### src/rtl/core/cre_pkg.sv
// Shared constants, codes and types of the rectangle fill engine.
package cre_pkg;

  // Screen dimensions above this value are treated as this value.
  localparam logic [12:0] MAX_DIM = 13'd4096;

  // Depth of the queue between the front end and the pixel walker.
  localparam int QUEUE_DEPTH = 4;
  localparam int QUEUE_AW    = $clog2(QUEUE_DEPTH);

  // Command codes on the func field.
  localparam logic FUNC_START   = 1'b0;
  localparam logic FUNC_ADVANCE = 1'b1;

  // Pixel formats.
  localparam logic [1:0] FMT_32   = 2'd0;
  localparam logic [1:0] FMT_24   = 2'd1;
  localparam logic [1:0] FMT_565  = 2'd2;
  localparam logic [1:0] FMT_NONE = 2'd3;

  // Kinds of queue words.
  localparam logic [1:0] KIND_ADVANCE = 2'd0;
  localparam logic [1:0] KIND_FILL    = 2'd1;
  localparam logic [1:0] KIND_CLEAR   = 2'd2;

  // Configuration register indexes.
  localparam logic [2:0] REG_SCREEN_WIDTH  = 3'd0;
  localparam logic [2:0] REG_SCREEN_HEIGHT = 3'd1;
  localparam logic [2:0] REG_ROW_PITCH     = 3'd2;
  localparam logic [2:0] REG_PIXEL_FORMAT  = 3'd3;
  localparam logic [2:0] REG_CLIP_ON       = 3'd4;
  localparam logic [2:0] REG_CLIP_X_BOUNDS = 3'd5;
  localparam logic [2:0] REG_CLIP_Y_BOUNDS = 3'd6;

  typedef struct packed {
    logic [12:0] screen_width;
    logic [12:0] screen_height;
    logic [15:0] row_pitch;
    logic [1:0]  pixel_format;
    logic        clip_on;
    logic [25:0] clip_x_bounds;
    logic [25:0] clip_y_bounds;
  } cfg_t;

  // One classified command, as the pixel walker consumes it.
  typedef struct packed {
    logic [1:0]  kind;
    logic [12:0] left;
    logic [12:0] right;
    logic [12:0] top;
    logic [12:0] bottom;
    logic [1:0]  fmt;
    logic [31:0] pixel;
  } cmd_t;

  typedef struct packed {
    logic busy;
    logic pop;
  } back_status_t;

endpackage

### src/rtl/core/cre_if.sv
// Channel interfaces of the rectangle fill engine: commands, pixel writes, configuration.
interface cre_cmd_if;
  logic               valid;
  logic               ready;
  logic               func;
  logic signed [15:0] rect_x;
  logic signed [15:0] rect_y;
  logic signed [15:0] rect_w;
  logic signed [15:0] rect_h;
  logic [31:0]        fill_color;

  modport source (output valid, func, rect_x, rect_y, rect_w, rect_h, fill_color,
                  input ready);
  modport sink (input valid, func, rect_x, rect_y, rect_w, rect_h, fill_color,
                output ready);
endinterface

interface cre_pix_if;
  logic        valid;
  logic        ready;
  logic [27:0] write_address;
  logic [31:0] write_data;
  logic [2:0]  write_bytes;
  logic        last_pixel;

  modport source (output valid, write_address, write_data, write_bytes, last_pixel,
                  input ready);
  modport sink (input valid, write_address, write_data, write_bytes, last_pixel,
                output ready);
endinterface

interface cre_cfg_if;
  logic        valid;
  logic        ready;
  logic [2:0]  index;
  logic [25:0] data;

  modport source (output valid, index, data, input ready);
  modport sink (input valid, index, data, output ready);
endinterface

### src/rtl/core/clipped_rect_fill_engine.sv
// Solid rectangle fill engine with screen and window clipping (top level).
//
// A start word latches a clipped rectangle and its pixel; each advance word then
// yields one pixel write, left to right and top to bottom. Commands pass a two-stage
// clipping front end and a four-word queue before the pixel walker, which retires one
// queue word per cycle while no advance word waits on a stalled pixel port, so the
// engine then sustains one command and one pixel write per clock. The configuration
// port is always ready; the user must change registers only between fills, except
// row_pitch, which is sampled at each row change. The block does not enforce this.
module clipped_rect_fill_engine (
  input logic       clk,
  input logic       rst,
  cre_cmd_if.sink   cmd,
  cre_pix_if.source pix,
  cre_cfg_if.sink   cfg
);

  cre_pkg::cfg_t         cfg_regs;
  logic                  q_push;
  cre_pkg::cmd_t         q_in;
  logic                  q_full;
  logic                  q_pop;
  cre_pkg::cmd_t         q_head;
  logic                  q_valid;
  cre_pkg::back_status_t back_status;

  assign cfg.ready = 1'b1;

  always_ff @(posedge clk) begin
    if (rst) begin
      cfg_regs.screen_width  <= 13'd640;
      cfg_regs.screen_height <= 13'd480;
      cfg_regs.row_pitch     <= 16'd2560;
      cfg_regs.pixel_format  <= cre_pkg::FMT_32;
      cfg_regs.clip_on       <= 1'b0;
      cfg_regs.clip_x_bounds <= 26'd0;
      cfg_regs.clip_y_bounds <= 26'd0;
    end else if (cfg.valid) begin
      case (cfg.index)
        cre_pkg::REG_SCREEN_WIDTH:  cfg_regs.screen_width  <= cfg.data[12:0];
        cre_pkg::REG_SCREEN_HEIGHT: cfg_regs.screen_height <= cfg.data[12:0];
        cre_pkg::REG_ROW_PITCH:     cfg_regs.row_pitch     <= cfg.data[15:0];
        cre_pkg::REG_PIXEL_FORMAT:  cfg_regs.pixel_format  <= cfg.data[1:0];
        cre_pkg::REG_CLIP_ON:       cfg_regs.clip_on       <= cfg.data[0];
        cre_pkg::REG_CLIP_X_BOUNDS: cfg_regs.clip_x_bounds <= cfg.data;
        cre_pkg::REG_CLIP_Y_BOUNDS: cfg_regs.clip_y_bounds <= cfg.data;
        default: ;
      endcase
    end
  end

  cre_front u_front (
    .clk      (clk),
    .rst      (rst),
    .cfg_regs (cfg_regs),
    .cmd      (cmd),
    .q_push   (q_push),
    .q_word   (q_in),
    .q_full   (q_full)
  );

  cre_queue u_queue (
    .clk   (clk),
    .rst   (rst),
    .push  (q_push),
    .din   (q_in),
    .full  (q_full),
    .pop   (q_pop),
    .dout  (q_head),
    .valid (q_valid)
  );

  cre_back u_back (
    .clk       (clk),
    .rst       (rst),
    .row_pitch (cfg_regs.row_pitch),
    .q_valid   (q_valid),
    .q_word    (q_head),
    .q_pop     (q_pop),
    .status    (back_status),
    .pix       (pix)
  );

  // A new write appears only after the walker retired an advance word while busy.
  assert property (@(posedge clk) disable iff (rst)
    $rose(pix.valid) |-> $past(back_status.pop && back_status.busy &&
                               (q_head.kind == cre_pkg::KIND_ADVANCE)))
    else $error("pixel write without a retired advance word");

  // The walker never retires a word from an empty queue.
  assert property (@(posedge clk) disable iff (rst)
    back_status.pop |-> q_valid)
    else $error("queue popped while empty");

  // A latched fill always makes the walker busy on the next cycle.
  assert property (@(posedge clk) disable iff (rst)
    (back_status.pop && (q_head.kind == cre_pkg::KIND_FILL)) |=> back_status.busy)
    else $error("fill word did not start the walker");

  // A clear word always stops the walker.
  assert property (@(posedge clk) disable iff (rst)
    (back_status.pop && (q_head.kind == cre_pkg::KIND_CLEAR)) |=> !back_status.busy)
    else $error("clear word left the walker busy");

endmodule

### src/rtl/core/cre_front.sv
// Front end: accepts commands, clips start rectangles and formats the fill pixel.
module cre_front (
  input  logic           clk,
  input  logic           rst,
  input  cre_pkg::cfg_t  cfg_regs,
  cre_cmd_if.sink        cmd,
  output logic           q_push,
  output cre_pkg::cmd_t  q_word,
  input  logic           q_full
);

  // Stage A: edge sums and effective bounds.
  logic               a_valid;
  logic               a_func;
  logic signed [17:0] a_x;
  logic signed [17:0] a_y;
  logic signed [17:0] a_x_end;
  logic signed [17:0] a_y_end;
  logic               a_size_ok;
  logic [1:0]         a_fmt;
  logic [31:0]        a_pixel;
  logic [12:0]        a_lo_x;
  logic [12:0]        a_hi_x;
  logic [12:0]        a_lo_y;
  logic [12:0]        a_hi_y;

  // Stage B: clipped command.
  logic               b_valid;
  cre_pkg::cmd_t      b_word;

  logic               a_ready;
  logic               b_ready;

  logic [12:0]        sw_eff;
  logic [12:0]        sh_eff;
  logic [12:0]        cx1;
  logic [12:0]        cx2;
  logic [12:0]        cy1;
  logic [12:0]        cy2;
  logic [12:0]        lo_x_c;
  logic [12:0]        hi_x_c;
  logic [12:0]        lo_y_c;
  logic [12:0]        hi_y_c;
  logic [31:0]        pixel_c;

  logic signed [17:0] lo_x_s;
  logic signed [17:0] hi_x_s;
  logic signed [17:0] lo_y_s;
  logic signed [17:0] hi_y_s;
  logic signed [17:0] x1;
  logic signed [17:0] x2;
  logic signed [17:0] y1;
  logic signed [17:0] y2;
  logic               empty;
  cre_pkg::cmd_t      word_c;

  assign b_ready   = !b_valid || !q_full;
  assign a_ready   = !a_valid || b_ready;
  assign cmd.ready = a_ready;
  assign q_push    = b_valid && !q_full;
  assign q_word    = b_word;

  always_comb begin
    sw_eff = (cfg_regs.screen_width > cre_pkg::MAX_DIM) ? cre_pkg::MAX_DIM
                                                        : cfg_regs.screen_width;
    sh_eff = (cfg_regs.screen_height > cre_pkg::MAX_DIM) ? cre_pkg::MAX_DIM
                                                         : cfg_regs.screen_height;
    cx1 = cfg_regs.clip_x_bounds[12:0];
    cx2 = cfg_regs.clip_x_bounds[25:13];
    cy1 = cfg_regs.clip_y_bounds[12:0];
    cy2 = cfg_regs.clip_y_bounds[25:13];
    lo_x_c = cfg_regs.clip_on ? cx1 : 13'd0;
    lo_y_c = cfg_regs.clip_on ? cy1 : 13'd0;
    hi_x_c = (cfg_regs.clip_on && (cx2 < sw_eff)) ? cx2 : sw_eff;
    hi_y_c = (cfg_regs.clip_on && (cy2 < sh_eff)) ? cy2 : sh_eff;
    case (cfg_regs.pixel_format)
      cre_pkg::FMT_32:  pixel_c = cmd.fill_color;
      cre_pkg::FMT_24:  pixel_c = {8'h00, cmd.fill_color[23:0]};
      cre_pkg::FMT_565: pixel_c = {16'h0000, cmd.fill_color[23:19],
                                   cmd.fill_color[15:10], cmd.fill_color[7:3]};
      default:          pixel_c = 32'h0000_0000;
    endcase
  end

  always_ff @(posedge clk) begin
    if (rst) begin
      a_valid <= 1'b0;
    end else if (a_ready) begin
      a_valid <= cmd.valid;
    end
    if (a_ready && cmd.valid) begin
      a_func    <= cmd.func;
      a_x       <= 18'(cmd.rect_x);
      a_y       <= 18'(cmd.rect_y);
      a_x_end   <= 18'(cmd.rect_x) + 18'(cmd.rect_w);
      a_y_end   <= 18'(cmd.rect_y) + 18'(cmd.rect_h);
      a_size_ok <= (cmd.rect_w > 16'sd0) && (cmd.rect_h > 16'sd0) &&
                   (cfg_regs.pixel_format != cre_pkg::FMT_NONE);
      a_fmt     <= cfg_regs.pixel_format;
      a_pixel   <= pixel_c;
      a_lo_x    <= lo_x_c;
      a_hi_x    <= hi_x_c;
      a_lo_y    <= lo_y_c;
      a_hi_y    <= hi_y_c;
    end
  end

  always_comb begin
    lo_x_s = $signed({5'b00000, a_lo_x});
    hi_x_s = $signed({5'b00000, a_hi_x});
    lo_y_s = $signed({5'b00000, a_lo_y});
    hi_y_s = $signed({5'b00000, a_hi_y});
    x1 = (a_x > lo_x_s) ? a_x : lo_x_s;
    y1 = (a_y > lo_y_s) ? a_y : lo_y_s;
    x2 = (a_x_end < hi_x_s) ? a_x_end : hi_x_s;
    y2 = (a_y_end < hi_y_s) ? a_y_end : hi_y_s;
    empty = !a_size_ok || (x2 <= x1) || (y2 <= y1);

    // A non-empty result lies inside the screen, so 13 bits hold every bound.
    word_c.left   = x1[12:0];
    word_c.right  = x2[12:0];
    word_c.top    = y1[12:0];
    word_c.bottom = y2[12:0];
    word_c.fmt    = a_fmt;
    word_c.pixel  = a_pixel;
    if (a_func == cre_pkg::FUNC_ADVANCE) begin
      word_c.kind = cre_pkg::KIND_ADVANCE;
    end else if (empty) begin
      word_c.kind = cre_pkg::KIND_CLEAR;
    end else begin
      word_c.kind = cre_pkg::KIND_FILL;
    end
  end

  always_ff @(posedge clk) begin
    if (rst) begin
      b_valid <= 1'b0;
    end else if (b_ready) begin
      b_valid <= a_valid;
    end
    if (b_ready && a_valid) begin
      b_word <= word_c;
    end
  end

endmodule

### src/rtl/core/cre_queue.sv
// Short command queue between the front end and the pixel walker.
module cre_queue (
  input  logic          clk,
  input  logic          rst,
  input  logic          push,
  input  cre_pkg::cmd_t din,
  output logic          full,
  input  logic          pop,
  output cre_pkg::cmd_t dout,
  output logic          valid
);

  cre_pkg::cmd_t                 slots [cre_pkg::QUEUE_DEPTH];
  logic [cre_pkg::QUEUE_AW-1:0]  wptr;
  logic [cre_pkg::QUEUE_AW-1:0]  rptr;
  logic [cre_pkg::QUEUE_AW:0]    count;

  assign full  = (count == (cre_pkg::QUEUE_AW+1)'(cre_pkg::QUEUE_DEPTH));
  assign valid = (count != '0);
  assign dout  = slots[rptr];

  always_ff @(posedge clk) begin
    if (rst) begin
      wptr  <= '0;
      rptr  <= '0;
      count <= '0;
    end else begin
      if (push) begin
        wptr <= wptr + 1'b1;
      end
      if (pop) begin
        rptr <= rptr + 1'b1;
      end
      case ({push, pop})
        2'b10:   count <= count + 1'b1;
        2'b01:   count <= count - 1'b1;
        default: count <= count;
      endcase
    end
    if (push) begin
      slots[wptr] <= din;
    end
  end

endmodule

### src/rtl/core/cre_back.sv
// Pixel walker: latches fills and issues one pixel write per advance word while a fill is active.
module cre_back (
  input  logic                  clk,
  input  logic                  rst,
  input  logic [15:0]           row_pitch,
  input  logic                  q_valid,
  input  cre_pkg::cmd_t         q_word,
  output logic                  q_pop,
  output cre_pkg::back_status_t status,
  cre_pix_if.source             pix
);

  logic        busy;
  logic [12:0] cur_col;
  logic [12:0] cur_row;
  logic [12:0] left_col;
  logic [12:0] right_col;
  logic [12:0] bottom_row;
  logic [27:0] row_base;
  logic [31:0] pixel_word;
  logic [1:0]  fmt;

  logic        out_valid;
  logic [27:0] out_address;
  logic [31:0] out_data;
  logic [2:0]  out_bytes;
  logic        out_last;

  logic        out_free;
  logic        emit;
  logic [13:0] col_inc;
  logic [13:0] row_inc;
  logic [14:0] col_offset;
  logic [2:0]  bytes_c;
  logic        last_c;
  logic [28:0] fill_base;

  assign out_free = !out_valid || pix.ready;
  assign q_pop    = q_valid && ((q_word.kind != cre_pkg::KIND_ADVANCE) || !busy || out_free);
  assign emit     = q_pop && (q_word.kind == cre_pkg::KIND_ADVANCE) && busy;
  assign status   = '{busy: busy, pop: q_pop};

  assign pix.valid         = out_valid;
  assign pix.write_address = out_address;
  assign pix.write_data    = out_data;
  assign pix.write_bytes   = out_bytes;
  assign pix.last_pixel    = out_last;

  always_comb begin
    col_inc   = {1'b0, cur_col} + 14'd1;
    row_inc   = {1'b0, cur_row} + 14'd1;
    last_c    = (col_inc == {1'b0, right_col}) && (row_inc == {1'b0, bottom_row});
    fill_base = q_word.top * row_pitch;
    case (fmt)
      cre_pkg::FMT_32: begin
        bytes_c    = 3'd4;
        col_offset = {cur_col, 2'b00};
      end
      cre_pkg::FMT_24: begin
        bytes_c    = 3'd3;
        col_offset = {1'b0, cur_col, 1'b0} + {2'b00, cur_col};
      end
      default: begin
        bytes_c    = 3'd2;
        col_offset = {1'b0, cur_col, 1'b0};
      end
    endcase
  end

  always_ff @(posedge clk) begin
    if (rst) begin
      busy      <= 1'b0;
      out_valid <= 1'b0;
    end else begin
      if (emit) begin
        out_valid <= 1'b1;
      end else if (pix.ready) begin
        out_valid <= 1'b0;
      end
      if (q_pop) begin
        case (q_word.kind)
          cre_pkg::KIND_FILL: busy <= 1'b1;
          cre_pkg::KIND_CLEAR: busy <= 1'b0;
          default: begin
            if (busy && (col_inc >= {1'b0, right_col}) && (row_inc >= {1'b0, bottom_row})) begin
              busy <= 1'b0;
            end
          end
        endcase
      end
    end

    if (q_pop && (q_word.kind == cre_pkg::KIND_FILL)) begin
      left_col   <= q_word.left;
      right_col  <= q_word.right;
      bottom_row <= q_word.bottom;
      cur_col    <= q_word.left;
      cur_row    <= q_word.top;
      row_base   <= fill_base[27:0];
      pixel_word <= q_word.pixel;
      fmt        <= q_word.fmt;
    end else if (emit) begin
      if (col_inc >= {1'b0, right_col}) begin
        cur_col  <= left_col;
        cur_row  <= row_inc[12:0];
        row_base <= row_base + {12'h000, row_pitch};
      end else begin
        cur_col <= col_inc[12:0];
      end
    end

    if (emit) begin
      out_address <= row_base + {13'h0, col_offset};
      out_data    <= pixel_word;
      out_bytes   <= bytes_c;
      out_last    <= last_c;
    end
  end

endmodule

### src/flat_wrapper.sv
// flat-port wrapper written by rule: the top's interface ports become plain ports
module clipped_rect_fill_engine_flat 
  (clk, rst, cmd_valid, cmd_func, cmd_rect_x, cmd_rect_y, cmd_rect_w, cmd_rect_h, cmd_fill_color, cmd_ready, pix_valid, pix_write_address, pix_write_data, pix_write_bytes, pix_last_pixel, pix_ready, cfg_valid, cfg_index, cfg_data, cfg_ready);
  cre_cmd_if cmd_i ();
  cre_pix_if pix_i ();
  cre_cfg_if cfg_i ();
  input logic clk;
  input logic rst;
  input wire logic [$bits(cmd_i.valid)-1:0] cmd_valid;
  input wire logic [$bits(cmd_i.func)-1:0] cmd_func;
  input wire logic [$bits(cmd_i.rect_x)-1:0] cmd_rect_x;
  input wire logic [$bits(cmd_i.rect_y)-1:0] cmd_rect_y;
  input wire logic [$bits(cmd_i.rect_w)-1:0] cmd_rect_w;
  input wire logic [$bits(cmd_i.rect_h)-1:0] cmd_rect_h;
  input wire logic [$bits(cmd_i.fill_color)-1:0] cmd_fill_color;
  output wire logic [$bits(cmd_i.ready)-1:0] cmd_ready;
  output wire logic [$bits(pix_i.valid)-1:0] pix_valid;
  output wire logic [$bits(pix_i.write_address)-1:0] pix_write_address;
  output wire logic [$bits(pix_i.write_data)-1:0] pix_write_data;
  output wire logic [$bits(pix_i.write_bytes)-1:0] pix_write_bytes;
  output wire logic [$bits(pix_i.last_pixel)-1:0] pix_last_pixel;
  input wire logic [$bits(pix_i.ready)-1:0] pix_ready;
  input wire logic [$bits(cfg_i.valid)-1:0] cfg_valid;
  input wire logic [$bits(cfg_i.index)-1:0] cfg_index;
  input wire logic [$bits(cfg_i.data)-1:0] cfg_data;
  output wire logic [$bits(cfg_i.ready)-1:0] cfg_ready;
  assign cmd_i.valid = cmd_valid;
  assign cmd_i.func = cmd_func;
  assign cmd_i.rect_x = cmd_rect_x;
  assign cmd_i.rect_y = cmd_rect_y;
  assign cmd_i.rect_w = cmd_rect_w;
  assign cmd_i.rect_h = cmd_rect_h;
  assign cmd_i.fill_color = cmd_fill_color;
  assign cmd_ready = cmd_i.ready;
  assign pix_valid = pix_i.valid;
  assign pix_write_address = pix_i.write_address;
  assign pix_write_data = pix_i.write_data;
  assign pix_write_bytes = pix_i.write_bytes;
  assign pix_last_pixel = pix_i.last_pixel;
  assign pix_i.ready = pix_ready;
  assign cfg_i.valid = cfg_valid;
  assign cfg_i.index = cfg_index;
  assign cfg_i.data = cfg_data;
  assign cfg_ready = cfg_i.ready;
  clipped_rect_fill_engine u_core (.clk(clk), .rst(rst), .cmd(cmd_i), .pix(pix_i), .cfg(cfg_i));
endmodule
### config.mk
export PLATFORM = sky130hd
export DESIGN_NAME = clipped_rect_fill_engine_flat
export DESIGN_NICKNAME = d
export VERILOG_FILES = /design/src/rtl/core/cre_pkg.sv /design/src/rtl/core/cre_if.sv /design/src/rtl/core/clipped_rect_fill_engine.sv /design/src/rtl/core/cre_front.sv /design/src/rtl/core/cre_queue.sv /design/src/rtl/core/cre_back.sv /design/src/flat_wrapper.sv
export SDC_FILE = /design/constraint.sdc
export NUM_CORES = 2
export LEC_CHECK = 0
export BUFFER_PORTS_ARGS = -buffer_cell sky130_fd_sc_hd__buf_2
export CORE_UTILIZATION = 55
export CTS_CLUSTER_SIZE = 28
export DETAILED_ROUTE_END_ITERATION = 16
export GPL_TIMING_DRIVEN = 0
export PLACE_DENSITY = 0.7
export SLEW_MARGIN = 20
export SYNTH_ARGS = -nofsm -noshare
export SYNTH_HDL_FRONTEND = slang
export SYNTH_SLANG_ARGS = --single-unit
### constraint.sdc
create_clock -name clk -period 28.7 [get_ports clk]
set_input_delay 5.74 -clock clk [delete_from_list [all_inputs] [get_ports clk]]
set_output_delay 5.74 -clock clk [all_outputs]
set_load 0.1 [all_outputs]
# Word-level counts from Yosys, hierarchy flattened

Memories as Yosys holds them, arrays and structs flattened. A register that Yosys moved wholly into a read port is not among the register bits.
Cells that the tools add are included.

Word-level logic and storage cells: 166
Bits in writable memories: 352
Input port bits: 131
Register bits after elaboration: 543
Memories: 1
Output and inout port bits: 67

Mux-type cells: 30
$add $sub $neg: 11
Multiply operators: 1
Order comparisons: 14
Equality and inequality tests: 17
Reduce and logical (&&, ||, !) cells: 47

Memories:

| memory               | depth | bits a word | read ports | clocked after memory_dff | wr ports | RTL line        | text |
|---|---|---|---|---|---|---|---|
| u_core.u_queue.slots | 4     | 88          | 1          | 1                        | 1        | cre_queue.sv:13 | `cre_pkg::cmd_t slots [cre_pkg::QUEUE_DEPTH];` |

Operators by type and width:

| kind                  | number |
|---|---|
| $mux 13               | 10 |
| $pmux 32 s3           | 1 |
| $mux 28               | 3 |
| $mux 18               | 4 |
| $le 18x18->1          | 2 |
| $lt 18x14->1          | 2 |
| $add 16x16->17        | 2 |
| $gt 16x1->1 const B   | 2 |
| $gt 16x14->1          | 2 |
| $pmux 15 s2           | 1 |
| $add 13x1->14 const B | 2 |
| $add 28x15->28        | 1 |
| $add 28x16->28        | 1 |
| $eq 14x13->1          | 2 |
| $ge 14x13->1          | 2 |
| $mul 13x16->28        | 1 |
| $gt 13x13->1 const B  | 2 |
| $lt 13x13->1          | 2 |
| $reduce_and 2->1      | 9 |
| $add 14x13->15        | 1 |
| $logic_and 1x1->1     | 14 |
| $eq 3x3->1 const B    | 4 |
| $pmux 3 s2            | 2 |
| $reduce_bool 2->1     | 5 |
| 16 further kinds      | 43 |

# Longest topological paths before layout

Word-level depth: 8
Gate-level depth with buffers: 24
Mapped depth without buffers: 21

# Modules after synthesis

A second synthesis with hierarchy kept.

Cell total of the unflattened synthesis: 3617
Area total of the unflattened synthesis: 47448.0 µm²

Modules (own cells, without submodules):

| module                   | sequential area each (µm²) | area each (µm²) | cells each | instances |
|---|---|---|---|---|
| cre_back                 | 5775.5                     | 16963.8         | 1658       | 1 |
| cre_front                | 7307.0                     | 13415.4         | 1089       | 1 |
| cre_queue                | 10750.3                    | 13121.3         | 507        | 1 |
| clipped_rect_fill_engine | 1941.9                     | 3947.5          | 363        | 1 |

# Least setup slack after synthesis

No wires, ideal clock.

Kind: in2reg
Start: input cmd_valid
End: register u_core.u_front.a_fmt[0] (enable)
Buffers on the path: 0
Library setup time: 718 ps
Slack: 14795 ps
Arrival: 13187 ps
Cell stages on the path: 2
Cell sequence: inv_1 -> a21oi_1

Word-level cells in the longest chain between the ends: 1

Ends and longest elaborated chain:

| what                 | RTL line          | text |
|---|---|---|
| from (decl)          | flat_wrapper.sv:9 | `input wire logic [$bits(cmd_i.valid)-1:0] cmd_valid;` |
| $logic_and 1x1->1    | cre_front.sv:91   | `if (a_ready && cmd.valid) begin` |
| to (signal assigned) | cre_front.sv:99   | `a_fmt <= cfg_regs.pixel_format;` |
| to (decl)            | cre_front.sv:20   | `logic [1:0] a_fmt;` |

No other way between the ends.
A chain may end at the register's enable or synchronous reset.

# Worst setup path after layout

Start: register u_core.u_queue.count[0] in the netlist's numbering
End: output cmd_ready

Word-level cells in the longest chain between the ends: 4

Ends and longest elaborated chain:

| what                   | RTL line           | text |
|---|---|---|
| from (decl)            | cre_queue.sv:16    | `logic [cre_pkg::QUEUE_AW:0] count;` |
| from (signal assigned) | cre_queue.sv:35    | `2'b10: count <= count + 1'b1;` |
| from (signal assigned) | cre_queue.sv:36    | `2'b01: count <= count - 1'b1;` |
| from (signal assigned) | cre_queue.sv:37    | `default: count <= count;` |
| $eq 3x3->1             | cre_queue.sv:18    | `assign full = (count == (cre_pkg::QUEUE_AW+1)'(cre_pkg::QUEUE_DEPTH));` |
| $logic_not 1->1        | cre_front.sv:57    | `assign b_ready = !b_valid \|\| !q_full;` |
| $logic_or 1x1->1       | cre_front.sv:57    |  |
| $logic_or 1x1->1       | cre_front.sv:58    | `assign a_ready = !a_valid \|\| b_ready;` |
| to (decl)              | flat_wrapper.sv:16 | `output wire logic [$bits(cmd_i.ready)-1:0] cmd_ready;` |

No other way between the ends.

==> results.json <==
{
  "p_comb_frac": 0.322,
  "relSlewSlack": 0.343,
  "first_pass_iters": 5,
  "end_kind": "output pin",
  "dieArea_um2": 86000,
  "mostFrequentLayoutCell": "edfxtp_1",
  "arrival_ps": 2030,
  "cp_max_fo": 4,
  "postSynth.asyncResetShare": 0,
  "antenna_found_initial": 2,
  "synth_edf_count": 785,
  "synth_cell_types": 73,
  "cts.path.max_buffers": 3,
  "dp.cells": 5019,
  "cts-root-buf": "clkbuf_16",
  "p_clk_frac": 0.281,
  "hold_viol": 0,
  "maxCapViolations": 0,
  "rsz0062_at_grt": "false",
  "final-setup-viol-count": 0,
  "crit_type": "reg -> out",
  "path_clk_slew_ps": 60,
  "cp.required_ps": 22960,
  "postCtsHoldBufs": 0,
  "initial_utilization": 0.557,
  "core-area_um2": 83800,
  "fill_cells": 6529,
  "drc_errors": 0,
  "nets": 4557,
  "power_frac_seq": 0.398,
  "ys_warn_count": 0,
  "ctsResizeCount": 0,
  "dpl.hpwl_um": 80400,
  "grtUsageTotal": 0.257,
  "fin_crit_ps": 7770,
  "drive_above_1_share": 0.129,
  "grt_overflow": 0,
  "p_per_area_nw_per_um2": 78.4,
  "grt_pass1_vias": 29000,
  "p_int_mw": 2.76,
  "netSwitchingPower_mw": 1.37,
  "avgSynthCellArea_um2": 12.7,
  "crit_path_start_kind": "register",
  "vias": 29100,
  "hold_path_class": "reg -> reg",
  "drt-met1-wl_um": 46300,
  "io_pins": 198,
  "swShare": 0.333,
  "clock_latency_ps": 670,
  "syn_inst": 3663,
  "register_area_um2": 25800,
  "skew_ps": 43.4,
  "period_share": 0.271,
  "synth_area_um2": 46700,
  "seq_area_frac_synth": 0.552,
  "antenna_left": 0,
  "synth_ff_type": "edfxtp_1",
  "htree_levels": 3,
  "status": "finished clean",
  "grt_start_max_net_pins": 72,
  "cts_sinks": 895,
  "tightestPinTransition_ps": 985,
  "wl_met2_um": 51700,
  "drt_iter0_drc": 2372,
  "grt_first_pass_wirelength_um": 167000,
  "cts_buffers": 90,
  "std_cell_rows": 106,
  "via_per_inst": 5.61,
  "tns_ps": 0,
  "finalWirelength_um": 108000,
  "cts_tree": "done",
  "drv_slew": 0,
  "globalplace.congestion": 0.889,
  "wl_met3_um": 7000,
  "multi_input_area_um2": 19000,
  "die_y_um": 293,
  "die_w_um": 293,
  "stdcell_count": 5187,
  "p_leak_nw": 20.6,
  "max_freq_mhz": 129,
  "top_layer_used": "met5",
  "ir_drop_v": 0.0000489,
  "postCtsSetupBuffers": 0,
  "synth_seq_cells": 895,
  "avgRoutedWirePerCell_um": 20.9,
  "final_cell_mix": "785 x edfxtp_1, 437 x nand2_1, 378 x inv_1",
  "portBuffers": 195,
  "syn_to_final_growth_pct": 12.8
}
[final timing paths]
path	startpoint	to	slack, ps	cells past startpoint
setup / recovery	u_core.u_queue.count[0]	cmd_ready	20930	4
hold / removal	u_core.u_front.a_fmt[1]	u_core.u_front.q_word[33]	410	0
setup reg to reg	register	u_core.u_back.row_base[27]	21140	23
hold reg to reg	u_core.u_front.a_fmt[1]	u_core.u_front.q_word[33]	410	0
[cell usage after synthesis (16+ instances only)]
master / n / area [um^2]
edfxtp_1: 785 / 23600
nand2_1: 438 / 1640
inv_1: 379 / 1420
ha_1: 290 / 3630
a21oi_1: 195 / 976
fa_1: 159 / 3180
and2_1: 141 / 882
nor2_1: 134 / 503
dfxtp_1: 110 / 2200
clkbuf_1: 90 / 338
mux4_2: 88 / 1980
o21ai_0: 84 / 420
xnor2_1: 84 / 736
mux2i_1: 75 / 751
a21o_1: 65 / 488
nand3_1: 55 / 275
nor2b_1: 54 / 338
mux2_2: 49 / 552
nor3_1: 43 / 215
xor2_1: 35 / 307
o21a_1: 27 / 203
nand4_1: 25 / 156
and3_1: 23 / 144
a211oi_1: 16 / 120
a31oi_1: 16 / 100
nand2b_1: 16 / 100
[stage by stage]
| step | cell area (um^2) | power [mW] | setup WS [ps] | hold slack [ps] | utilization |
|---|---|---|---|---|---|
| final | 52700 | 4.13 | 20930 | 406 | 0.628 |
| after global placement | 49100 | 2.96 | 10900 | 401 | 0.586 |
| after detailed placement | 49700 | 2.99 | 20420 | 405 | 0.593 |
| after global routing | 52600 | 4.36 | 20750 | 403 | 0.628 |
| after CTS | 52600 | 4.15 | 20910 | 384 | 0.628 |
| after floorplan | 46700 | 2.61 | 14790 | 400 | - |
[worst max-delay path, stage by stage (launching register included)]
cell,delay [ps]
dfxtp_1,390
nor2_1,80
and3_1,270
nand2_1,180
buf_2,450
[area by class of cell]
cell class                 count  share of cell area
multi-input combinational   2274               0.362
tap                         1134              0.0269
clock buffer                 120              0.0458
clock inverter                45              0.0102
buffer                       119             0.00943
antenna                        3            0.000143
inverter                     379              0.0271
sequential                   895               0.490
timing repair buffer         218              0.0293
[per-layer routing]
metal / global-route usage / up-vias
li1: - / 13700
met1: 0.355 / 14300
met2: 0.421 / 954
met3: 0.0403 / 183
met4: 0.0762 / 2
met5: 0 / -
[registers in the layout, summed over array words and instances, names as in the netlist, 13 cells and up, named ones only]
| signal | flops |
|---|---|
| u_core.u_back.bottom_row | 13 |
| u_core.u_front.a_lo_y | 13 |
| u_core.u_back.pix.write_address | 28 |
| u_core.u_front.a_hi_y | 13 |
| u_core.u_front.a_pixel | 32 |
| u_core.u_back.cur_col | 13 |
| u_core.u_front.a_hi_x | 13 |
| u_core.u_front.a_lo_x | 13 |
| u_core.u_back.pix.write_data | 32 |
| u_core.cfg_regs | 97 |
| u_core.u_back.row_base | 28 |
| u_core.u_back.cur_row | 13 |
| u_core.u_back.pixel_word | 32 |
| u_core.u_front.a_y | 16 |
| u_core.u_queue.slots | 352 |
| u_core.u_back.left_col | 13 |
| u_core.u_back.right_col | 13 |
| u_core.u_front.a_y_end | 17 |
| u_core.u_front.a_x | 16 |
| u_core.u_front.a_x_end | 17 |
| u_core.u_front.q_word | 88 |
[power by group through the flow]
| stage | logic, mW | clock network (mW) | registers [mW] |
|---|---|---|---|
| floorplan | 0.935 | 0 | 1.68 |
| global placement | 1.28 | 0 | 1.68 |
| detailed placement | 1.32 | 0 | 1.67 |
| CTS | 1.33 | 1.18 | 1.64 |
| global route | 1.48 | 1.23 | 1.65 |
| finish | 1.33 | 1.16 | 1.64 |
[cells by family after synthesis]
family / Yosys count / share of synthesized area
AOI/OAI and AO/OA: 497 / 0.0668
xor gates and xnor gates: 119 / 0.0223
adders and majority gates: 449 / 0.146
buffers and inverters: 498 / 0.0410
DFF: 895 / 0.552
muxes: 218 / 0.0718
other: 1 / 0.0000803
and+or+nand+nor: 986 / 0.100
Note: power is estimated with default switching activity, not from simulation.
